## config.mk

```make
export PLATFORM = sky130hd
export DESIGN_NAME = pfd_out_reg_flat
export DESIGN_NICKNAME = d
export VERILOG_FILES = /design/src/pfd_pkg.sv /design/src/pfd_out_if.sv /design/src/pfd_out_reg.sv /design/src/flat_wrapper.sv
export SDC_FILE = /design/constraint.sdc
export NUM_CORES = 1
export LEC_CHECK = 0
export BUFFER_PORTS_ARGS = -buffer_cell sky130_fd_sc_hd__buf_2
export CORE_MARGIN = 2
export CORE_UTILIZATION = 41
export DETAILED_ROUTE_END_ITERATION = 10
export HOLD_SLACK_MARGIN = 0.06
export PLACE_DENSITY = 0.8
export SYNTH_ARGS = -nofsm -noshare
export SYNTH_HDL_FRONTEND = slang
export SYNTH_SLANG_ARGS = --single-unit
```

## constraint.sdc

```tcl
create_clock -name clk_i -period 2.45 [get_ports clk_i]
set_input_delay 0 -clock clk_i [delete_from_list [all_inputs] [get_ports clk_i]]
set_output_delay 0 -clock clk_i [all_outputs]
set_load 0.02 [all_outputs]
```

## src/pfd_pkg.sv

```systemverilog
// ---------------------------------------------------------------------------
// pfd_pkg
// Geometry, link codes, item and result types, and byte/mask helpers
// for the paged frame store with dirty page flush.
// ---------------------------------------------------------------------------
package pfd_pkg;

  localparam int PANEL_WIDTH  = 128;
  localparam int PANEL_HEIGHT = 64;
  localparam int PAGE_COUNT   = (PANEL_HEIGHT + 7) / 8;
  localparam int STORE_BYTES  = PANEL_WIDTH * PAGE_COUNT;
  localparam int ADDR_W       = $clog2(STORE_BYTES);
  localparam int COL_W        = $clog2(PANEL_WIDTH);
  localparam int ROW_W        = $clog2(PANEL_HEIGHT);
  localparam int PAGE_W       = 3;
  localparam int CMD_LEN      = 4;
  localparam int LAST_POS     = CMD_LEN + PANEL_WIDTH;

  localparam logic [7:0] ALL_PAGES      = 8'((1 << PAGE_COUNT) - 1);
  localparam logic [7:0] COL_OFFSET_RST = 8'h02;

  // link bytes
  localparam logic [7:0] CTRL_CMD    = 8'h00;
  localparam logic [7:0] CMD_PAGE    = 8'hB0;
  localparam logic [7:0] CMD_COL_LO  = 8'h00;
  localparam logic [7:0] CMD_COL_HI  = 8'h10;
  localparam logic [7:0] DATA_MARKER = 8'h40;

  // byte positions within a page's two transactions
  localparam logic [7:0] POS_CTRL   = 8'd0;
  localparam logic [7:0] POS_PAGE   = 8'd1;
  localparam logic [7:0] POS_COL_LO = 8'd2;
  localparam logic [7:0] POS_COL_HI = 8'd3;
  localparam logic [7:0] POS_MARKER = 8'(CMD_LEN);
  localparam logic [7:0] POS_LAST   = 8'(LAST_POS);

  typedef enum logic [1:0] {
    KIND_PIXEL = 2'd0,
    KIND_RECT  = 2'd1,
    KIND_FLUSH = 2'd2,
    KIND_PULL  = 2'd3
  } kind_e;

  typedef struct packed {
    kind_e       kind;
    logic [7:0]  x_pos;
    logic [7:0]  y_pos;
    logic [7:0]  rect_width;
    logic [7:0]  rect_height;
    logic        pixel_on;
  } item_t;

  typedef struct packed {
    logic        has_byte;
    logic [7:0]  link_byte;
    logic        end_of_transaction;
    logic        flushing;
    logic [7:0]  dirty_mask;
  } result_t;

  function automatic logic [PAGE_W-1:0] page_of(input logic [ROW_W-1:0] row);
    logic [7:0] r;
    r = 8'(row);
    return r[5:3];
  endfunction

  // bits of one page byte covered by rows first..last
  function automatic logic [7:0] row_mask(input logic [PAGE_W-1:0] page,
                                          input logic [ROW_W-1:0]  first,
                                          input logic [ROW_W-1:0]  last);
    logic [2:0] lo;
    logic [2:0] hi;
    logic [7:0] f;
    logic [7:0] l;
    f  = 8'(first);
    l  = 8'(last);
    lo = (page == page_of(first)) ? f[2:0] : 3'd0;
    hi = (page == page_of(last))  ? l[2:0] : 3'd7;
    return (8'hFF << lo) & (8'hFF >> (3'd7 - hi));
  endfunction

  function automatic logic [PAGE_W-1:0] lowest_page(input logic [7:0] m);
    logic [PAGE_W-1:0] p;
    p = '0;
    for (int i = 7; i >= 0; i--) begin
      if (m[i]) begin
        p = PAGE_W'(i);
      end
    end
    return p;
  endfunction

  function automatic logic [ADDR_W-1:0] addr_of(input logic [PAGE_W-1:0] page,
                                                input logic [COL_W-1:0]  col);
    return ADDR_W'(int'(page) * PANEL_WIDTH + int'(col));
  endfunction

  function automatic logic [7:0] cmd_byte(input logic [7:0]        pos,
                                          input logic [PAGE_W-1:0] page,
                                          input logic [7:0]        col_off);
    logic [7:0] b;
    case (pos)
      POS_CTRL:   b = CTRL_CMD;
      POS_PAGE:   b = CMD_PAGE | 8'(page);
      POS_COL_LO: b = CMD_COL_LO | {4'h0, col_off[3:0]};
      POS_COL_HI: b = CMD_COL_HI | {4'h0, col_off[7:4]};
      default:    b = DATA_MARKER;
    endcase
    return b;
  endfunction

endpackage

```

## src/pfd_out_if.sv

```systemverilog
// ---------------------------------------------------------------------------
// pfd_out_if
// Result channel: valid/ready handshake with link byte and flush status.
// ---------------------------------------------------------------------------
interface pfd_out_if;
  logic       valid;
  logic       ready;
  logic       has_byte;
  logic [7:0] link_byte;
  logic       end_of_transaction;
  logic       flushing;
  logic [7:0] dirty_mask;

  modport source (output valid, has_byte, link_byte, end_of_transaction, flushing,
                  dirty_mask, input ready);
  modport sink   (input valid, has_byte, link_byte, end_of_transaction, flushing,
                  dirty_mask, output ready);
endinterface

```

## src/pfd_out_reg.sv

```systemverilog
// ---------------------------------------------------------------------------
// pfd_out_reg
// One-entry result register between the sequencer and the result channel.
// ---------------------------------------------------------------------------
module pfd_out_reg (
  input  logic              clk_i,
  input  logic              rst_ni,
  input  logic              res_valid_i,
  input  pfd_pkg::result_t  res_i,
  output logic              free_o,
  pfd_out_if.source         out_o
);

  logic             valid_q;
  pfd_pkg::result_t data_q;

  assign free_o = !valid_q || out_o.ready;

  always_ff @(posedge clk_i or negedge rst_ni) begin
    if (!rst_ni) begin
      valid_q <= 1'b0;
    end else if (res_valid_i && free_o) begin
      valid_q <= 1'b1;
    end else if (out_o.ready) begin
      valid_q <= 1'b0;
    end
  end

  always_ff @(posedge clk_i) begin
    if (res_valid_i && free_o) begin
      data_q <= res_i;
    end
  end

  assign out_o.valid              = valid_q;
  assign out_o.has_byte           = data_q.has_byte;
  assign out_o.link_byte          = data_q.link_byte;
  assign out_o.end_of_transaction = data_q.end_of_transaction;
  assign out_o.flushing           = data_q.flushing;
  assign out_o.dirty_mask         = data_q.dirty_mask;

endmodule

```

## src/flat_wrapper.sv

```systemverilog
// flat-port wrapper written by rule: the top's interface ports become plain ports
module pfd_out_reg_flat 
  (clk_i, rst_ni, res_valid_i, res_i, free_o, out_o_valid, out_o_has_byte, out_o_link_byte, out_o_end_of_transaction, out_o_flushing, out_o_dirty_mask, out_o_ready);
  pfd_out_if out_o_i ();
  input  logic clk_i;
  input  logic rst_ni;
  input  logic res_valid_i;
  input  pfd_pkg::result_t res_i;
  output logic free_o;
  output wire logic [$bits(out_o_i.valid)-1:0] out_o_valid;
  output wire logic [$bits(out_o_i.has_byte)-1:0] out_o_has_byte;
  output wire logic [$bits(out_o_i.link_byte)-1:0] out_o_link_byte;
  output wire logic [$bits(out_o_i.end_of_transaction)-1:0] out_o_end_of_transaction;
  output wire logic [$bits(out_o_i.flushing)-1:0] out_o_flushing;
  output wire logic [$bits(out_o_i.dirty_mask)-1:0] out_o_dirty_mask;
  input wire logic [$bits(out_o_i.ready)-1:0] out_o_ready;
  assign out_o_valid = out_o_i.valid;
  assign out_o_has_byte = out_o_i.has_byte;
  assign out_o_link_byte = out_o_i.link_byte;
  assign out_o_end_of_transaction = out_o_i.end_of_transaction;
  assign out_o_flushing = out_o_i.flushing;
  assign out_o_dirty_mask = out_o_i.dirty_mask;
  assign out_o_i.ready = out_o_ready;
  pfd_out_reg u_core (.clk_i(clk_i), .rst_ni(rst_ni), .res_valid_i(res_valid_i), .res_i(res_i), .free_o(free_o), .out_o(out_o_i));
endmodule
```

==> metrics.md <==
| Metric | Value |
|---|---|
| Worst clock skew | 0.7618 ps |
| Initial antenna violation count | 0 |
| Cts bufs inserted | 3 |
| Worst hold path type | in2out |
| Row Count | 14 |
| RSZ-0062 raised after global routing | no |
| Yosys top cell area share | 91.38% |
| Post-synth top flop | edfxtp_1 |
| CTS tree | built |
| Syn Area/Cell | 27.15 um^2 |
| Mux share of post-synthesis cell area | 0% |
| Grt ovf | 0 |
| Initial DRT Pass Iterations | 2 |
| Register area | 595.6 um^2 |
| CP peak stage delay | roughly 570 ps |
| IO Port Bufs | 43 |
| Worst path top cell family by delay | buffers and inverters |
| I/O pin count | 44 |
| Cells after synthesis | 23 |
| Slew margin rel. | 83.60% |
| Maximum root-to-sink buffer count | 2 |
| Netlist cell types | 5 |
| Adder-cell share of the synthesized area | 0% |
| Crit path cell chain | nand2b_4, nand2b_1, dlygate4sd3_1 |
| Critical Path RT | 2620 ps |
| First-pass GRT wire length | 2.042 mm |
| Post-synthesis simple-gate area fraction | 4.609% |
| Worst vdd ir | about 0.37 mV |
| Setup-failing EPs final | 0 |
| H-tree Lvls | 1 |
| DIE WIDTH | 43.03 um |
| Total track usage | 15.89% |
| Max-cap violations | 0 |
| Syn_nets | 46 |
| Combinational share of power | ~16% |
| Detailed Route Iter0 Violations | 3 |
| Synth cell count leaders | edfxtp_1 (19), and2_4 (1), dfrtp_1 (1), nand2b_1 (1), nand2b_4 (1) |
| Slowest CP cell | dlygate4sd3_1 |
| Slew @ Worst Pin | approximately 250 ps |
| Post-synth ARST share | 5.000% |
| Clock Sinks | 20 |
| Status | finished clean |
| Clock Latency Late Sink | around 280 ps |
| Vias | roughly 460 |
| DRT Wirelength | between 1 and 1.5 mm |
| WHS | 339.0 ps |
| Placer Congestion | 0.5561 |
| Die Height | 43.03 um |
| Count of state elements after synthesis | 20 |
| Yosys warns | 0 |
| Sw frac | 22.11% |
| Hold Vio Cnt, Final | 0 |
| FF-to-FF setup slack | 1220 ps |
| Reg clk slew, reported paths | 100 ps |
| Final setup TNS | 0 ps |
| Largest area contributor in the netlist | edfxtp_1 |
| Xor-xnor portion of the synthesized cell area | 0% |
| DRC | 0 |
| Worst-path fanout max | 3 |
| Crit path DAT | 1400 ps |
| Largest net degree at the start of global routing | 20 |
| CTS Root Cell | clkbuf_4 |
| Crit start category | register |
| Inserted Diodes | 0 |
| Clock power share | between 20% and 30% |
| Synth top area cells | edfxtp_1 (91%), dfrtp_1 (4.0%), nand2b_4 (2.2%) |
| Count of final max-slew check failures | 0 |
| Crit path buf inv count | 1 |
| Post_cts resized | 0 |
| Final core occ | 75.85% |
| Tcrit/Tclk final | 50.19% |
| Lkg Pwr | 0.4863 nW |
| Routed Antenna Nets | 0 |
| Crit. End Element | register |
| Share of cells above drive strength 1 | 51.61% |
| Sequential Power Share | 61.5% |
| Net Switching | 0.1441 mW |
| Synth-to-Final Area Change | 78.76% |
| Area of the die | 0.001851 mm^2 |
| Pint | between 0.5 and 0.6 mW |
| Main combinational cell family by area after synthesis | simple AND/OR/NAND/NOR gates |
| Critical path class | reg2reg |
| Synth Cell Area | 624.3 um^2 |
| Core region area | 0.001471 mm^2 |
| Nets@finish | 117 |
| P per Cell Area | 583.9 mW/mm^2 |
| Most frequent cell after synthesis | edfxtp_1 |
| Post-synth EDFFs | 19 |
| Initial core utilization | 42.43% |
| Register area share after synthesis | 95.39% |
| Filler cells | 96 |
| Multi-input combinational cell area | 28.78 um^2 |
| Fmax | 813.2 MHz |
| Vias per cell | 4.239 |
| WL/cell | 12.16 um |
| Synth Area in Compound Gates | 0% |
| Min Tclk post-route | 1230 ps |
| Vias in the first global route | between 400 and 500 |
## area by class of cell
class | instances | area share [%]
flip-flops and latches | 20 | 53.36
multi-input cells | 3 | 2.578
well taps | 16 | 1.794
clock buffers | 3 | 2.018
repair buffers | 66 | 39.91
clock inverters | 1 | 0.3363
## worst paths after layout
path | endpoint | startpoint | depth (start not counted)
max | u_core.out_o.valid | u_core.out_o.valid | 3
min | free_o | out_o_ready | 3
max reg2reg | u_core.out_o.valid | u_core.out_o.valid | 3
min reg2reg | u_core.out_o.has_byte | u_core.out_o.valid | 2
max in group asynchronous | u_core.out_o.valid | rst_ni | 3
min in group asynchronous | u_core.out_o.valid | rst_ni | 3
## per-layer routing
layer	vias up	part of all wire, %	routed length, um	global-route usage [%]
met5	-	0	0	0
met4	0	0.60	8	7.273
met3	2	5.9	78	2.979
met2	23	59	780	30.61
met1	208	34	457	16.13
li1	229	-	-	-
## timing repair
item,in CTS,in global routing
endpoints found under the hold margin,21,0
hold buffers,23,0
setup buffers,0,0
## registers in the layout, indices dropped and copies added, names as in the netlist
| name | count |
|---|---|
| u_core.out_o.dirty_mask | 8 |
| u_core.out_o.end_of_transaction | 1 |
| u_core.out_o.flushing | 1 |
| u_core.out_o.has_byte | 1 |
| u_core.out_o.link_byte | 8 |
| u_core.out_o.valid | 1 |
## placed cells by master (no fill, tap or decap), drive strengths merged
| cell | instances |
|---|---|
| nand2b | 2 |
| dlygate4sd3 | 23 |
| and2 | 1 |
| clkbuf | 3 |
| clkinv | 1 |
| buf | 43 |
| edfxtp | 19 |
| dfrtp | 1 |
## kinds of logic (layout without fill, tap and decap cells)
group         after synthesis  after routing
simple gates                3              3
flops                      20             20
buf+inv                     0             70
## power groups by stage
stage	logic (mW)	registers [mW]	clock network, mW
after floorplan	0.0117	0.434	0
after global placement	0.0704	0.408	0
after detailed placement	0.0719	0.409	0
after CTS	0.100	0.401	0.152
after global routing	0.108	0.403	0.164
final	0.101	0.401	0.150
## tightest hold or removal path, stage by stage
cell and delay (ps):
buf_2 70, nand2b_4 110, buf_2 150
## per-stage QoR
stage	std cells	power [mW]	area, um^2	setup slack [ps]
after floorplan	23	0.4454	624.3	1262
after global placement	82	0.4787	859.6	1382
after detailed placement	82	0.4804	859.6	1352
after CTS	109	0.6534	1116	1235
after global routing	109	0.6748	1116	1166
final	109	0.6517	1116	1220
Power figures use the tool's default switching activity.
