[src/pfd_pkg.sv]
// ---------------------------------------------------------------------------
// pfd_pkg
// Geometry, link codes, item and result types, and byte/mask helpers
// for the paged frame store with dirty page flush.
// ---------------------------------------------------------------------------
package pfd_pkg;

  localparam int PANEL_WIDTH  = 128;
  localparam int PANEL_HEIGHT = 64;
  localparam int PAGE_COUNT   = (PANEL_HEIGHT + 7) / 8;
  localparam int STORE_BYTES  = PANEL_WIDTH * PAGE_COUNT;
  localparam int ADDR_W       = $clog2(STORE_BYTES);
  localparam int COL_W        = $clog2(PANEL_WIDTH);
  localparam int ROW_W        = $clog2(PANEL_HEIGHT);
  localparam int PAGE_W       = 3;
  localparam int CMD_LEN      = 4;
  localparam int LAST_POS     = CMD_LEN + PANEL_WIDTH;

  localparam logic [7:0] ALL_PAGES      = 8'((1 << PAGE_COUNT) - 1);
  localparam logic [7:0] COL_OFFSET_RST = 8'h02;

  // link bytes
  localparam logic [7:0] CTRL_CMD    = 8'h00;
  localparam logic [7:0] CMD_PAGE    = 8'hB0;
  localparam logic [7:0] CMD_COL_LO  = 8'h00;
  localparam logic [7:0] CMD_COL_HI  = 8'h10;
  localparam logic [7:0] DATA_MARKER = 8'h40;

  // byte positions within a page's two transactions
  localparam logic [7:0] POS_CTRL   = 8'd0;
  localparam logic [7:0] POS_PAGE   = 8'd1;
  localparam logic [7:0] POS_COL_LO = 8'd2;
  localparam logic [7:0] POS_COL_HI = 8'd3;
  localparam logic [7:0] POS_MARKER = 8'(CMD_LEN);
  localparam logic [7:0] POS_LAST   = 8'(LAST_POS);

  typedef enum logic [1:0] {
    KIND_PIXEL = 2'd0,
    KIND_RECT  = 2'd1,
    KIND_FLUSH = 2'd2,
    KIND_PULL  = 2'd3
  } kind_e;

  typedef struct packed {
    kind_e       kind;
    logic [7:0]  x_pos;
    logic [7:0]  y_pos;
    logic [7:0]  rect_width;
    logic [7:0]  rect_height;
    logic        pixel_on;
  } item_t;

  typedef struct packed {
    logic        has_byte;
    logic [7:0]  link_byte;
    logic        end_of_transaction;
    logic        flushing;
    logic [7:0]  dirty_mask;
  } result_t;

  function automatic logic [PAGE_W-1:0] page_of(input logic [ROW_W-1:0] row);
    logic [7:0] r;
    r = 8'(row);
    return r[5:3];
  endfunction

  // bits of one page byte covered by rows first..last
  function automatic logic [7:0] row_mask(input logic [PAGE_W-1:0] page,
                                          input logic [ROW_W-1:0]  first,
                                          input logic [ROW_W-1:0]  last);
    logic [2:0] lo;
    logic [2:0] hi;
    logic [7:0] f;
    logic [7:0] l;
    f  = 8'(first);
    l  = 8'(last);
    lo = (page == page_of(first)) ? f[2:0] : 3'd0;
    hi = (page == page_of(last))  ? l[2:0] : 3'd7;
    return (8'hFF << lo) & (8'hFF >> (3'd7 - hi));
  endfunction

  function automatic logic [PAGE_W-1:0] lowest_page(input logic [7:0] m);
    logic [PAGE_W-1:0] p;
    p = '0;
    for (int i = 7; i >= 0; i--) begin
      if (m[i]) begin
        p = PAGE_W'(i);
      end
    end
    return p;
  endfunction

  function automatic logic [ADDR_W-1:0] addr_of(input logic [PAGE_W-1:0] page,
                                                input logic [COL_W-1:0]  col);
    return ADDR_W'(int'(page) * PANEL_WIDTH + int'(col));
  endfunction

  function automatic logic [7:0] cmd_byte(input logic [7:0]        pos,
                                          input logic [PAGE_W-1:0] page,
                                          input logic [7:0]        col_off);
    logic [7:0] b;
    case (pos)
      POS_CTRL:   b = CTRL_CMD;
      POS_PAGE:   b = CMD_PAGE | 8'(page);
      POS_COL_LO: b = CMD_COL_LO | {4'h0, col_off[3:0]};
      POS_COL_HI: b = CMD_COL_HI | {4'h0, col_off[7:4]};
      default:    b = DATA_MARKER;
    endcase
    return b;
  endfunction

endpackage

[src/pfd_seq.sv]
// ---------------------------------------------------------------------------
// pfd_seq
// Sequencer: clears the store after reset, walks rectangle bytes with a
// read-modify-write, and steps the flush byte stream one pull at a time.
// ---------------------------------------------------------------------------
module pfd_seq (
  input  logic                         clk_i,
  input  logic                         rst_ni,
  input  logic                         in_valid_i,
  output logic                         in_ready_o,
  input  pfd_pkg::item_t               item_i,
  input  logic [7:0]                   column_offset_i,
  output logic                         res_valid_o,
  output pfd_pkg::result_t             res_o,
  input  logic                         res_free_i,
  output logic                         ram_we_o,
  output logic [pfd_pkg::ADDR_W-1:0]   ram_waddr_o,
  output logic [7:0]                   ram_wdata_o,
  output logic [pfd_pkg::ADDR_W-1:0]   ram_raddr_o,
  input  logic [7:0]                   ram_rdata_i
);

  typedef enum logic [2:0] {
    S_CLEAR,
    S_IDLE,
    S_RECT_RD,
    S_RECT_WR,
    S_PULL_RD,
    S_DONE
  } state_e;

  localparam logic [8:0] W9 = 9'(pfd_pkg::PANEL_WIDTH);
  localparam logic [8:0] H9 = 9'(pfd_pkg::PANEL_HEIGHT);

  state_e                          state_q;
  logic [pfd_pkg::ADDR_W-1:0]      clr_q;
  logic                            busy_q;
  logic [pfd_pkg::PAGE_W-1:0]      fpage_q;
  logic [7:0]                      fpos_q;
  logic [7:0]                      dirty_q;
  logic [pfd_pkg::COL_W-1:0]       col_q;
  logic [pfd_pkg::COL_W-1:0]       col_first_q;
  logic [pfd_pkg::COL_W-1:0]       col_last_q;
  logic [pfd_pkg::PAGE_W-1:0]      rpage_q;
  logic [pfd_pkg::PAGE_W-1:0]      rpage_last_q;
  logic [pfd_pkg::ROW_W-1:0]       row_first_q;
  logic [pfd_pkg::ROW_W-1:0]       row_last_q;
  logic                            on_q;
  logic                            has_q;
  logic [7:0]                      byte_q;
  logic                            eot_q;

  // clipping of the incoming draw item
  logic [7:0] w_req;
  logic [7:0] h_req;
  logic [8:0] w_eff;
  logic [8:0] h_eff;
  logic [8:0] col_last9;
  logic [8:0] row_last9;
  logic       in_panel;
  logic       draw_go;

  // read-modify-write and flush stepping
  logic [7:0]                  mask;
  logic [7:0]                  new_byte;
  logic                        changed;
  logic [pfd_pkg::COL_W-1:0]   data_col;
  logic [7:0]                  dirty_after;
  logic                        accept;

  assign accept = in_valid_i && in_ready_o;

  always_comb begin
    w_req = (item_i.kind == pfd_pkg::KIND_PIXEL) ? 8'd1 : item_i.rect_width;
    h_req = (item_i.kind == pfd_pkg::KIND_PIXEL) ? 8'd1 : item_i.rect_height;
    in_panel = ({1'b0, item_i.x_pos} < W9) && ({1'b0, item_i.y_pos} < H9);
    w_eff = (({1'b0, item_i.x_pos} + {1'b0, w_req}) > W9) ?
            W9 - {1'b0, item_i.x_pos} : {1'b0, w_req};
    h_eff = (({1'b0, item_i.y_pos} + {1'b0, h_req}) > H9) ?
            H9 - {1'b0, item_i.y_pos} : {1'b0, h_req};
    col_last9 = {1'b0, item_i.x_pos} + w_eff - 9'd1;
    row_last9 = {1'b0, item_i.y_pos} + h_eff - 9'd1;
    draw_go = !busy_q && in_panel && (w_eff != 9'd0) && (h_eff != 9'd0);
  end

  always_comb begin
    mask        = pfd_pkg::row_mask(rpage_q, row_first_q, row_last_q);
    new_byte    = on_q ? (ram_rdata_i | mask) : (ram_rdata_i & ~mask);
    changed     = new_byte != ram_rdata_i;
    data_col    = pfd_pkg::COL_W'(fpos_q - pfd_pkg::POS_MARKER - 8'd1);
    dirty_after = dirty_q & ~(8'd1 << fpage_q);
  end

  always_comb begin
    ram_we_o    = 1'b0;
    ram_waddr_o = pfd_pkg::addr_of(rpage_q, col_q);
    ram_wdata_o = new_byte;
    // idle read points at the next flush data byte so a pull finds it ready
    ram_raddr_o = pfd_pkg::addr_of(fpage_q, data_col);
    unique case (state_q)
      S_CLEAR: begin
        ram_we_o    = 1'b1;
        ram_waddr_o = clr_q;
        ram_wdata_o = 8'h00;
      end
      S_RECT_RD: begin
        ram_raddr_o = pfd_pkg::addr_of(rpage_q, col_q);
      end
      S_RECT_WR: begin
        ram_we_o = changed;
      end
      default: begin
      end
    endcase
  end

  assign in_ready_o  = (state_q == S_IDLE);
  assign res_valid_o = (state_q == S_DONE);

  always_comb begin
    res_o.has_byte           = has_q;
    res_o.link_byte          = byte_q;
    res_o.end_of_transaction = eot_q;
    res_o.flushing           = busy_q;
    res_o.dirty_mask         = dirty_q;
  end

  always_ff @(posedge clk_i or negedge rst_ni) begin
    if (!rst_ni) begin
      state_q <= S_CLEAR;
      clr_q   <= '0;
      busy_q  <= 1'b0;
      fpage_q <= '0;
      fpos_q  <= '0;
      dirty_q <= pfd_pkg::ALL_PAGES;
      has_q   <= 1'b0;
      byte_q  <= 8'h00;
      eot_q   <= 1'b0;
    end else begin
      unique case (state_q)
        S_CLEAR: begin
          if (clr_q == pfd_pkg::ADDR_W'(pfd_pkg::STORE_BYTES - 1)) begin
            state_q <= S_IDLE;
          end else begin
            clr_q <= clr_q + 1'b1;
          end
        end

        S_IDLE: begin
          if (accept) begin
            has_q  <= 1'b0;
            byte_q <= 8'h00;
            eot_q  <= 1'b0;
            state_q <= S_DONE;
            unique case (item_i.kind)
              pfd_pkg::KIND_PIXEL, pfd_pkg::KIND_RECT: begin
                if (draw_go) begin
                  col_q        <= pfd_pkg::COL_W'(item_i.x_pos);
                  col_first_q  <= pfd_pkg::COL_W'(item_i.x_pos);
                  col_last_q   <= pfd_pkg::COL_W'(col_last9);
                  row_first_q  <= pfd_pkg::ROW_W'(item_i.y_pos);
                  row_last_q   <= pfd_pkg::ROW_W'(row_last9);
                  rpage_q      <= pfd_pkg::page_of(pfd_pkg::ROW_W'(item_i.y_pos));
                  rpage_last_q <= pfd_pkg::page_of(pfd_pkg::ROW_W'(row_last9));
                  on_q         <= item_i.pixel_on;
                  state_q      <= S_RECT_RD;
                end
              end
              pfd_pkg::KIND_FLUSH: begin
                if (!busy_q && (dirty_q != 8'h00)) begin
                  busy_q  <= 1'b1;
                  fpage_q <= pfd_pkg::lowest_page(dirty_q);
                  fpos_q  <= pfd_pkg::POS_CTRL;
                end
              end
              pfd_pkg::KIND_PULL: begin
                if (busy_q) begin
                  state_q <= S_PULL_RD;
                end
              end
              default: begin
              end
            endcase
          end
        end

        S_RECT_RD: begin
          state_q <= S_RECT_WR;
        end

        S_RECT_WR: begin
          if (changed) begin
            dirty_q <= dirty_q | (8'd1 << rpage_q);
          end
          state_q <= S_RECT_RD;
          if (col_q == col_last_q) begin
            col_q <= col_first_q;
            if (rpage_q == rpage_last_q) begin
              state_q <= S_DONE;
            end else begin
              rpage_q <= rpage_q + 1'b1;
            end
          end else begin
            col_q <= col_q + 1'b1;
          end
        end

        S_PULL_RD: begin
          has_q  <= 1'b1;
          byte_q <= (fpos_q > pfd_pkg::POS_MARKER) ? ram_rdata_i :
                    pfd_pkg::cmd_byte(fpos_q, fpage_q, column_offset_i);
          eot_q  <= (fpos_q == pfd_pkg::POS_COL_HI) || (fpos_q == pfd_pkg::POS_LAST);
          if (fpos_q == pfd_pkg::POS_LAST) begin
            // page done: drop its bit and move on to the next dirty page
            dirty_q <= dirty_after;
            fpos_q  <= pfd_pkg::POS_CTRL;
            if (dirty_after != 8'h00) begin
              fpage_q <= pfd_pkg::lowest_page(dirty_after);
            end else begin
              busy_q <= 1'b0;
            end
          end else begin
            fpos_q <= fpos_q + 8'd1;
          end
          state_q <= S_DONE;
        end

        S_DONE: begin
          if (res_free_i) begin
            state_q <= S_IDLE;
          end
        end

        default: begin
          state_q <= S_IDLE;
        end
      endcase
    end
  end

endmodule

[config.mk]
export PLATFORM = sky130hd
export DESIGN_NAME = pfd_seq
export DESIGN_NICKNAME = d
export VERILOG_FILES = /design/src/pfd_pkg.sv /design/src/pfd_seq.sv
export SDC_FILE = /design/constraint.sdc
export NUM_CORES = 1
export LEC_CHECK = 0
export BUFFER_PORTS_ARGS = -buffer_cell sky130_fd_sc_hd__buf_2
export CAP_MARGIN = 20
export CORE_MARGIN = 2
export CORE_UTILIZATION = 29
export DETAILED_ROUTE_END_ITERATION = 8
export GPL_TIMING_DRIVEN = 0
export PLACE_DENSITY = 0.42
export SETUP_SLACK_MARGIN = 0.1
export SLEW_MARGIN = 15
export SYNTH_ARGS = -nofsm -noshare
export SYNTH_HDL_FRONTEND = slang
export SYNTH_SLANG_ARGS = --single-unit
export TNS_END_PERCENT = 50
[constraint.sdc]
create_clock -name clk_i -period 4 [get_ports clk_i]
set_input_delay 1 -clock clk_i [delete_from_list [all_inputs] [get_ports clk_i]]
set_output_delay 1 -clock clk_i [all_outputs]
set_load 0.1 [all_outputs]
==> results of run 1 <==
-- flip-flops by register name (all words and copies together) (netlist names) --
register / cells
state_q: 3
eot_q: 1
col_first_q: 7
row_last_q: 3
rpage_last_q: 3
row_first_q: 6
has_q: 1
on_q: 1
col_last_q: 7
clr_q: 10
busy_q: 1
dirty_q: 8
rpage_q: 3
fpos_q: 8
col_q: 7
fpage_q: 3
byte_q: 8
-- kinds of logic after synthesis --
family / Yosys count / synth area share (%)
adders and majority gates: 55 / 10.6
DFF: 80 / 32.6
muxes: 25 / 3.86
buffers and inverters: 107 / 6.25
xor gates and xnor gates: 54 / 7.01
AOI/OAI and AO/OA: 205 / 19.3
and+or+nand+nor: 278 / 20.4
-- how the worst min path moves through the flow --
stage / start / end / slack (ns) / cells after the start
after global placement: has_q / has_q / 0.47 / 2
after detailed placement: has_q / has_q / 0.48 / 2
after floorplan: has_q / has_q / 0.45 / 2
after global routing: byte_q[2] / byte_q[2] / 0.51 / 2
after CTS: has_q / has_q / 0.49 / 2
final: byte_q[2] / byte_q[2] / 0.49 / 2
-- critical path, stage by stage --
cell and delay [ns]:
buf_8 0.09, or2_4 0.26, buf_8 0.14, buf_6 0.11, nand2b_4 0.08, ha_4 0.14
fa_2 0.42, or3_4 0.43, o311ai_4 0.23, o211a_1 0.19, buf_6 0.10, mux2i_1 0.17
ha_1 0.25, inv_2 0.08, ha_4 0.13, inv_2 0.03, fa_2 0.35, inv_2 0.05
a21o_1 0.12, a21oi_2 0.06, xor2_1 0.15, xnor2_1 0.12
-- layout by cell type, fill, tap and decap left out, types with 8 or more instances in the layout --
| cell | n |
|---|---|
| clkbuf_16 | 9 |
| mux2_2 | 8 |
| dfrtp_1 | 35 |
| xor2_1 | 21 |
| and2_1 | 12 |
| edfxtp_1 | 37 |
| nor3_1 | 11 |
| nor2b_1 | 8 |
| a21o_1 | 11 |
| nand3_1 | 26 |
| nor2_1 | 64 |
| nand2_1 | 82 |
| buf_4 | 35 |
| o21ai_0 | 59 |
| o31ai_1 | 11 |
| buf_2 | 98 |
| inv_2 | 10 |
| o22ai_1 | 8 |
| clkbuf_1 | 26 |
| mux2i_1 | 14 |
| dfstp_2 | 8 |
| nor4_1 | 10 |
| a21oi_2 | 11 |
| ha_4 | 9 |
| buf_6 | 9 |
| a21oi_1 | 36 |
| ha_1 | 38 |
| xnor2_1 | 25 |
| inv_1 | 58 |
-- area by class of cell --
| cell class | instances | area (um2) |
|---|---|---|
| Fill cell | 2376 | 13700 |
| Multi-Input combinational cell | 620 | 4740 |
| Sequential cell | 80 | 2200 |
| Timing Repair Buffer | 142 | 880 |
| Tap cell | 285 | 357 |
| Inverter | 68 | 255 |
| Clock buffer | 9 | 225 |
| Buffer | 38 | 203 |
| Clock inverter | 7 | 103 |
| Antenna cell | 1 | 2.50 |
-- layer usage --
layer | vias to the layer above | part of all wire [%]
li1 | 3186 | -
met1 | 3008 | 46
met2 | 125 | 49
met3 | 29 | 2.7
met4 | 0 | 2.7
met5 | - | 0
-- metrics by stage --
step / util (%) / cells
6_report: 39.5 / 1250
5_1_grt: 39.5 / 1250
4_1_cts: 38.7 / 1244
3_5_place_dp: 34.2 / 1194
3_3_place_gp: 34.1 / 1193
2_1_floorplan: - / 804
-- repair_timing --
item                                    CTS  global route
endpoints found under the setup margin   49            57
resized for setup                        88            35
buffers inserted                         32             4
cloned                                    3             1
pin swaps                                43            22
-- report_power, final --
group	internal, mW	switching [mW]	leakage, nW
Clock	0.555	0.377	0.157
Combinational	0.836	2.28	2.77
Sequential	1.00	0.109	0.879
Total	2.39	2.77	3.80
==> flow_metrics.py, run 1 <==
metrics = {
    "grt": {
        "grt_first_pass_wirelength_mm": 33.8,
        "use_met3_pct": 1.72,
        "track_usage_pct": 17.8,
        "first_global_vias": 6346,
        "antenna_found_initial": 1,
        "gr-usage-met2_pct": 30.8,
        "grt_max_degree": 26,
        "grt-ovfl-total": 0,
        "met1_usage_pct": 22.7,
        "top_usage_layer": "met2",
    },
    "setup_path": {
        "worstReg2RegEnd": "fpage_q[1]",
        "worstPathArrival_ns": 4.71,
        "endpoint": "rpage_last_q[2]",
        "r2r_setup_slack_ns": 1.17,
        "ff2ff_path_depth": 8,
        "critPathKind": "in2reg",
        "worst-path-max-fanout": 5,
        "r2r-start": "state_q[2]",
        "required_ns": 4.10,
        "crit_path_start": "item_i[34]",
        "cp-start-kind": "input port",
        "worstSetupEndpointType": "flop",
    },
    "detailed_routing": {
        "drt-total-wl_mm": 21.2,
        "drt-pass1-iter-count": 4,
        "antenna_left": 0,
        "drt_iter0_markers": 255,
        "avgViaCountPerCell": 5.08,
        "vias": 6348,
        "wl_per_cell_um": 16.9,
        "drc": 0,
    },
    "sta": {
        "fmaxAchievable_ghz": 0.217,
        "tightestPinTransition_ns": 0.843,
        "finalHoldViolCount": 0,
        "fin_tns_setup_ns": -7.56,
        "setup_ws_ns": -0.609,
        "grt_setup_unrepaired": "true",
        "finClkSkew_ns": 0.00825,
        "holdWs_ns": 0.487,
        "relSlewSlack_pct": 43.1,
        "finalSetupViolCount": 46,
        "drv_slew": 0,
        "period_share_pct": 115,
        "period_needed_ns": 4.61,
    },
    "clock_network": {
        "cts_sinks": 80,
        "cts_buffers": 9,
        "cts-root-buf": "clkbuf_16",
        "hold_buffers": 0,
        "cts_tree": "built",
        "clk_pin_slew_ns": 0.06,
        "cts_buffer_depth": 2,
        "ctsHtreeMaxLevel": 3,
        "insertion_delay_ns": 0.35,
    },
    "outcome": {
        "outcome": "finished with violations",
        "failed_checks": "setup timing",
    },
    "logic_synthesis": {
        "avgSynthCellArea_um2": 8.39,
        "syn_nets": 914,
        "synth_area_um2": 6750,
        "yosys_register_bits": 80,
        "synth_most_common_cell": "nand2_1",
        "synth_ff_type": "edfxtp_1",
        "synth_edf_count": 37,
        "seq_area_frac_synth_pct": 32.6,
        "async_flop_share_pct": 53.8,
        "synth_cell_type_count": 70,
        "synth_top_cell_area_share_pct": 16.5,
        "synth_common_cells": "nand2_1, inv_1, nor2_1",
        "synth_cells": 804,
        "yosysTopAreaCell": "edfxtp_1",
        "synth_area_leaders": "edfxtp_1, dfrtp_1, ha_1",
        "synth_warnings": 0,
    },
    "die": {
        "io_pins": 105,
        "core_area_um2": 22700,
        "die_area_um2": 24500,
        "fp-row-count": 55,
        "initial_core_util_pct": 29.7,
        "die_y_um": 157,
        "die_x_um": 157,
    },
    "place": {
        "port_buffers": 104,
        "place_area_um2": 7770,
        "dp_hpwl_mm": 16.1,
        "dp_slack_ns": -1.45,
        "routabilityCongestion": 0.816,
    },
    "final_layout": {
        "layout-drive-gt1-share_pct": 29.7,
        "finalNetCount": 1069,
        "fin_area_um2": 8960,
        "syn_to_final_growth_pct": 32.8,
    },
    "pwr": {
        "fin_total_pwr_mw": 5.16,
        "power_per_cell_area_nw_per_um2": 575,
        "p_leak_nw": 3.80,
        "ir_worst_vdd_mv": 0.337,
    },
    "hold_path": {
        "hold_path_class": "reg2reg",
    },
    "job": {
        "timing.max_cap.violations": 0,
    },
}
No activity file was read; power rests on OpenSTA's default activity.
==> run 2, diff against run 1 <==
--- a/config.mk
+++ b/config.mk
@@ -6,12 +6,12 @@
 export NUM_CORES = 1
 export LEC_CHECK = 0
 export BUFFER_PORTS_ARGS = -buffer_cell sky130_fd_sc_hd__buf_2
-export CAP_MARGIN = 20
+export CAP_MARGIN = 10
 export CORE_MARGIN = 2
 export CORE_UTILIZATION = 29
 export DETAILED_ROUTE_END_ITERATION = 8
 export GPL_TIMING_DRIVEN = 0
-export PLACE_DENSITY = 0.42
+export PLACE_DENSITY = 0.44
 export SETUP_SLACK_MARGIN = 0.1
 export SLEW_MARGIN = 15
 export SYNTH_ARGS = -nofsm -noshare
==> constraint.sdc (replaced) <==
create_clock -name clk_i -period 3.85 [get_ports clk_i]
set_input_delay 0.9625 -clock clk_i [delete_from_list [all_inputs] [get_ports clk_i]]
set_output_delay 0.9625 -clock clk_i [all_outputs]
set_load 0.1 [all_outputs]
==> run 2 against run 1 <==
Compared with the run above: the run still ends with setup timing left; global-route usage fell by 0.32 points; largest power group unchanged; sequential cell count did not move; via count fell by 0.28%; largest cell class unchanged; sequential share of layout area fell by 0.24 points; highest routed layer unchanged; first-iteration DRC count rose by 20%.
==> flow_metrics.py, run 2 (same netlist as run 1, synthesis figures left out) <==
metrics = {
    "clock_network": {
        "cts_buffer_depth": 2,
        "cts-root-buf": "clkbuf_16",
        "cts_sinks": 80,
        "insertion_delay_ns": 0.35,
        "clk_pin_slew_ns": 0.06,
        "cts_buffers": 9,
        "ctsHtreeMaxLevel": 3,
        "cts_tree": "built",
    },
    "job": {
        "timing.max_cap.violations": 0,
    },
    "hold_path": {
        "worst_hold_path.endpoint": "byte_q[7]",
        "hold_path_class": "reg2reg",
        "whs_path_depth": 2,
        "hold_start": "byte_q[7]",
    },
    "place": {
        "port_buffers": 104,
        "dp_slack_ns": -1.53,
        "routabilityCongestion": 0.811,
        "dp_hpwl_mm": 15.7,
        "place_area_um2": 7750,
    },
    "pwr": {
        "power_per_cell_area_nw_per_um2": 587,
        "p_leak_nw": 3.83,
        "ir_worst_vdd_mv": 0.452,
    },
    "sta": {
        "period_share_pct": 119,
        "setup_ws_ns": -0.734,
        "holdWs_ns": 0.493,
        "fin_tns_setup_ns": -11.76,
        "drv_slew": 0,
        "tightestPinTransition_ns": 0.825,
        "fmaxAchievable_ghz": 0.218,
        "grt_setup_unrepaired": "true",
        "finalSetupViolCount": 46,
        "finalHoldViolCount": 0,
        "period_needed_ns": 4.58,
        "relSlewSlack_pct": 44.3,
        "finClkSkew_ns": 0.00645,
    },
    "setup_path": {
        "worst-path-max-fanout": 4,
        "worstPathArrival_ns": 4.69,
        "worstReg2RegEnd": "dirty_q[0]",
        "r2r_setup_slack_ns": 1.00,
        "required_ns": 3.96,
        "cp_cell_sequence": "buf_8, or2_4, buf_6, buf_6, and2_4, ha_4, a21o_1, o2111ai_2, a211oi_2, nor4b_2, o211a_1, buf_6, mux2i_1, ha_1, inv_2, ha_4, inv_2, fa_2, inv_2, a21o_1, a21oi_2, xor2_1, xnor2_1",
        "cpPeakStageDelay_ns": 0.37,
        "critPathKind": "in2reg",
        "r2r-start": "rpage_q[1]",
        "worstSetupEndpointType": "flop",
        "crit_buf_inv": 7,
        "cp-start-kind": "input port",
        "ff2ff_path_depth": 11,
        "cpMaxStageDelayCell": "fa_2",
        "critPathTopFamily": "adder cells",
    },
    "final_layout": {
        "layout-drive-gt1-share_pct": 30.2,
        "top_register": "clr_q",
        "fin_area_um2": 9050,
        "largest_reg_flops": 10,
        "final_core_util_pct": 39.9,
        "finalNetCount": 1077,
        "syn_to_final_growth_pct": 34.2,
        "layout_commonest_cell": "buf_2",
        "num-fill-cells": 2373,
        "layout_common_cells": "buf_2, nand2_1, nor2_1",
    },
    "outcome": {
        "outcome": "finished with violations",
        "failed_checks": "setup timing",
    },
    "detailed_routing": {
        "avgViaCountPerCell": 5.03,
        "drt_iter0_markers": 305,
        "drt-total-wl_mm": 21.1,
        "antenna_left": 0,
        "wl_per_cell_um": 16.8,
        "drt-pass1-iter-count": 4,
        "drc": 0,
        "vias": 6330,
    },
    "grt": {
        "first_global_vias": 6089,
        "antenna_found_initial": 1,
        "grt_max_degree": 50,
        "grt_first_pass_wirelength_mm": 33.1,
        "grt-ovfl-total": 0,
        "track_usage_pct": 17.4,
    },
    "die": {
        "die_area_um2": 24500,
        "die_y_um": 157,
        "io_pins": 105,
        "fp-row-count": 55,
        "die_x_um": 157,
        "core_area_um2": 22700,
        "initial_core_util_pct": 29.7,
    },
}
run 2: cell count changes in the layout (fill, tap and decap cells not counted), sizes merged:
cell	previous run	this run
clkbuf	42	44
clkinv	1	4
bufinv	2	1
inv	71	69
buf	147	153
run 2: per-layer routing:
metal,wire length [um],up-vias,global-route usage [%]
li1,-,3209,-
met1,9550,2983,22.5
met2,10500,114,30.5
met3,692,24,1.77
met4,339,0,5.68
met5,0,-,0
run 2: worst reg2reg max path, cell delays in order (launching register included):
cell and delay [ns]:
edfxtp_1 0.49, xor2_1 0.55, nor4_4 0.10, buf_4 0.17, a211oi_1 0.28, nor4_2 0.07
mux2i_1 0.14, a21oi_1 0.08, a21o_1 0.21, buf_6 0.14, buf_4 0.15, o41ai_1 0.35
run 2: final cells by class:
class                      instances  area, um2  area share, %
clock buffer                       9        225           2.49
inverter                          68        255           2.82
clock inverter                     7       71.3          0.788
tap                              285        357           3.94
multi-input combinational        620       4800           53.1
sequential                        80       2200           24.3
timing repair buffer             150        936           10.3
buffer                            38        205           2.27
antenna                            1       2.50         0.0276
run 2: power breakdown:
group | switching [mW] | internal (mW)
Clock | 0.374 | 0.503
Combinational | 2.38 | 0.907
Sequential | 0.111 | 1.04
run 2: through the flow:
step	total power, mW	std cells
2_1_floorplan	3.52	804
3_3_place_gp	4.16	1193
3_5_place_dp	4.16	1193
4_1_cts	5.25	1250
5_1_grt	5.61	1258
6_report	5.31	1258
run 2: worst max path at each step:
stage / start / endpoint / slack, ns / depth (start not counted)
global route: item_i[34] / rpage_last_q[2] / -0.94 / 23
global placement: item_i[33] / col_last_q[6] / -1.52 / 22
finish: item_i[34] / rpage_last_q[2] / -0.73 / 23
detailed placement: item_i[33] / col_last_q[6] / -1.53 / 22
floorplan: item_i[33] / col_last_q[6] / -0.89 / 24
CTS: item_i[34] / col_last_q[6] / -0.84 / 25
run 2: repair_timing:
item                       4_1_cts  5_1_grt
resized for setup               95       42
buffers inserted                39        7
hold buffers                     0        0
setup endpoints to repair       53       61
pin swaps                       47       38
gates cloned                     3        1
==> run 3, diff against run 2 <==
--- a/config.mk
+++ b/config.mk
@@ -5,6 +5,7 @@
 export SDC_FILE = /design/constraint.sdc
 export NUM_CORES = 1
 export LEC_CHECK = 0
+export ABC_AREA = 1
 export BUFFER_PORTS_ARGS = -buffer_cell sky130_fd_sc_hd__buf_2
 export CAP_MARGIN = 10
 export CORE_MARGIN = 2
==> run 3 against run 2 <==
Compared with the run above: the run still ends with setup timing left; clock skew rose by 0.0048 ns; critical path depth up 2; sequential power grew 13%; worst hold slack worse by 0.015 ns; via count grew 7.5%; combinational power up 33%; first-iteration DRC count fell by 11%; register-to-register slack improved by 0.35 ns; die area up 3.5%; area after synthesis grew 3.6%; fmax is 5.6% higher.
==> flow_metrics.py, run 3 <==
metrics = {
    "pwr": {
        "p_seq_share_pct": 19.6,
        "power_per_cell_area_nw_per_um2": 721,
        "pwr-share-clk_pct": 14.5,
        "p_comb_share_pct": 65.9,
        "power.switching_mw": 3.85,
        "p_leak_nw": 4.47,
        "p_int_mw": 2.79,
        "swShare_pct": 58.0,
        "ir_worst_vdd_mv": 0.478,
    },
    "sta": {
        "finalSetupViolCount": 43,
        "relSlewSlack_pct": 58.3,
        "fmaxAchievable_ghz": 0.230,
        "tightestPinTransition_ns": 0.625,
        "period_needed_ns": 4.34,
        "finalHoldViolCount": 0,
        "finClkSkew_ns": 0.0112,
        "grt_setup_unrepaired": "true",
        "fin_tns_setup_ns": -13.00,
        "setup_ws_ns": -0.491,
        "period_share_pct": 113,
        "holdWs_ns": 0.478,
        "drv_slew": 0,
    },
    "die": {
        "die_x_um": 159,
        "io_pins": 105,
        "core_area_um2": 23500,
        "fp-row-count": 56,
        "initial_core_util_pct": 29.7,
        "die_y_um": 159,
        "die_area_um2": 25400,
    },
    "outcome": {
        "outcome": "finished with violations",
        "failed_checks": "setup timing",
    },
    "clock_network": {
        "cts_tree": "built",
        "cts-root-buf": "clkbuf_16",
        "cts_buffers": 9,
        "cts_sinks": 80,
        "ctsHtreeMaxLevel": 3,
        "insertion_delay_ns": 0.35,
        "hold_buffers": 0,
        "clk_pin_slew_ns": 0.07,
        "cts_buffer_depth": 2,
    },
    "place": {
        "dp_hpwl_mm": 17.0,
        "routabilityCongestion": 0.891,
        "port_buffers": 104,
    },
    "final_layout": {
        "finalNetCount": 1258,
        "layout-drive-gt1-share_pct": 26.5,
        "layout_commonest_cell": "nand2_1",
        "layout_common_cells": "nand2_1, inv_1, buf_2",
        "top_register": "clr_q",
        "syn_to_final_growth_pct": 31.6,
        "n_antenna_cell": 0,
        "largest_reg_flops": 10,
    },
    "hold_path": {
        "whs_path_depth": 2,
        "hold_path_class": "reg2reg",
    },
    "logic_synthesis": {
        "synth_warnings": 0,
        "synth_common_cells": "nand2_1, inv_1, nor2_1",
        "avgSynthCellArea_um2": 7.11,
        "yosys_register_bits": 80,
        "synth_area_leaders": "edfxtp_1, dfrtp_1, nand2_1",
        "synth_edf_count": 37,
        "synth_top_cell_area_share_pct": 15.9,
        "syn_nets": 1094,
        "synth_ff_type": "edfxtp_1",
        "seq_area_frac_synth_pct": 31.4,
        "synth_cells": 984,
        "yosysTopAreaCell": "edfxtp_1",
        "async_flop_share_pct": 53.8,
        "synth_cell_type_count": 54,
        "synth_most_common_cell": "nand2_1",
        "synth_area_um2": 6990,
    },
    "job": {
        "timing.max_cap.violations": 0,
    },
    "setup_path": {
        "crit_path_frequent_cell": "nand2_4",
        "cpMaxStageDelayCell": "fa_1",
        "cpPeakStageDelay_ns": 0.46,
        "required_ns": 3.95,
        "cp-start-kind": "input port",
        "ff2ff_path_depth": 17,
        "worst-path-max-fanout": 6,
        "worstSetupEndpointType": "flop",
        "critPathKind": "in2reg",
        "worstPathArrival_ns": 4.44,
    },
    "grt": {
        "first_global_vias": 6547,
        "grt_first_pass_wirelength_mm": 34.7,
        "grt-ovfl-total": 0,
        "antenna_found_initial": 1,
        "grt_max_degree": 46,
        "track_usage_pct": 17.1,
    },
    "detailed_routing": {
        "antenna_left": 0,
        "wl_per_cell_um": 14.7,
        "wl_met3_um": 792,
        "drc": 0,
        "drt-pass1-iter-count": 5,
        "m1WireLength_mm": 10.1,
        "vias": 6803,
        "highest_layer": "met5",
        "drt_iter0_markers": 272,
        "drt-total-wl_mm": 21.6,
        "dr_wl_met2_mm": 10.4,
        "avgViaCountPerCell": 4.62,
    },
}
==> run 3: cell types whose count changed in the layout (fill, tap and decap cells not counted), sizes merged, moves of 14 or more <==
cell and change:
nor2 +26, xor2 +14, and2 -16, clkbuf -15
nand2 +152, inv +101, xnor2 -17, o21ai +20
mux2i -17, nand3 +36
==> run 3: area by class of cell <==
cell class / instances / area (um2)
clock inverter: 7 / 103
tap: 319 / 399
sequential: 80 / 2200
fill: 2539 / 14300
buffer: 24 / 141
timing repair buffer: 153 / 1040
clock buffer: 9 / 225
multi-input combinational: 711 / 4460
inverter: 169 / 642
==> run 3: what timing repair did <==
item	4_1_cts	5_1_grt
cloned	3	0
endpoints found under the setup margin	47	50
setup buffers	36	9
pin swaps	41	30
resized for setup	76	28
==> run 3: logic make-up after synthesis <==
group,Yosys count,share of synthesized area [%]
adders and majority gates,55,10.3
buffers and inverters,193,10.7
AOI/OAI and AO/OA,165,13.8
and+or+nand+nor,440,27.4
xor gates and xnor gates,51,6.39
DFF,80,31.4
==> run 3: power by group through the flow <==
stage | Combinational [mW] | Sequential, mW | Clock [mW]
2_1_floorplan | 2.99 | 1.59 | 0
3_3_place_gp | 4.13 | 1.32 | 0
3_5_place_dp | 4.13 | 1.31 | 0
4_1_cts | 4.34 | 1.30 | 0.984
5_1_grt | 4.75 | 1.32 | 1.02
6_report | 4.38 | 1.30 | 0.961
==> run 3: worst paths after layout <==
| kind | from | end | slack [ns] |
|---|---|---|---|
| worst min register to register | byte_q[5] | byte_q[5] | 0.48 |
| worst min-delay path | byte_q[5] | byte_q[5] | 0.48 |
| min in group asynchronous | rst_ni | clr_q[0] | 0.63 |
| worst max-delay path | item_i[34] | rpage_last_q[2] | -0.49 |
| worst max register to register | rpage_q[2] | dirty_q[6] | 1.35 |
| max in group asynchronous | rst_ni | byte_q[1] | 2.80 |
==> run 3: critical path: cells and delay by family <==
kind | cells | cell delay [ns]
AND/OR/NAND/NOR | 11 | 1.22
adder cells (fa/ha/maj) | 4 | 1.21
AO/OA/AOI/OAI | 1 | 0.16
buffers and inverters | 7 | 0.55
XOR/XNOR | 2 | 0.34
==> run 3: per-stage QoR <==
| step | instance area, um2 | std cells | setup WS (ns) | total power [mW] | utilization (%) |
|---|---|---|---|---|---|
| CTS | 9020 | 1463 | -0.478 | 6.62 | 38.3 |
| finish | 9200 | 1472 | -0.491 | 6.64 | 39.1 |
| global route | 9200 | 1472 | -0.703 | 7.10 | 39.1 |
| floorplan | 7070 | 984 | -0.520 | 4.58 | - |
| detailed placement | 8000 | 1408 | -1.16 | 5.44 | 34.0 |
| global placement | 7990 | 1407 | -1.20 | 5.44 | 33.9 |
==> run 3: per-layer routing <==
metal | track usage, % | vias to the layer above
li1 | - | 3534
met2 | 29.5 | 127
met4 | 4.75 | 2
met3 | 2.34 | 16
met5 | 0 | -
met1 | 22.5 | 3124
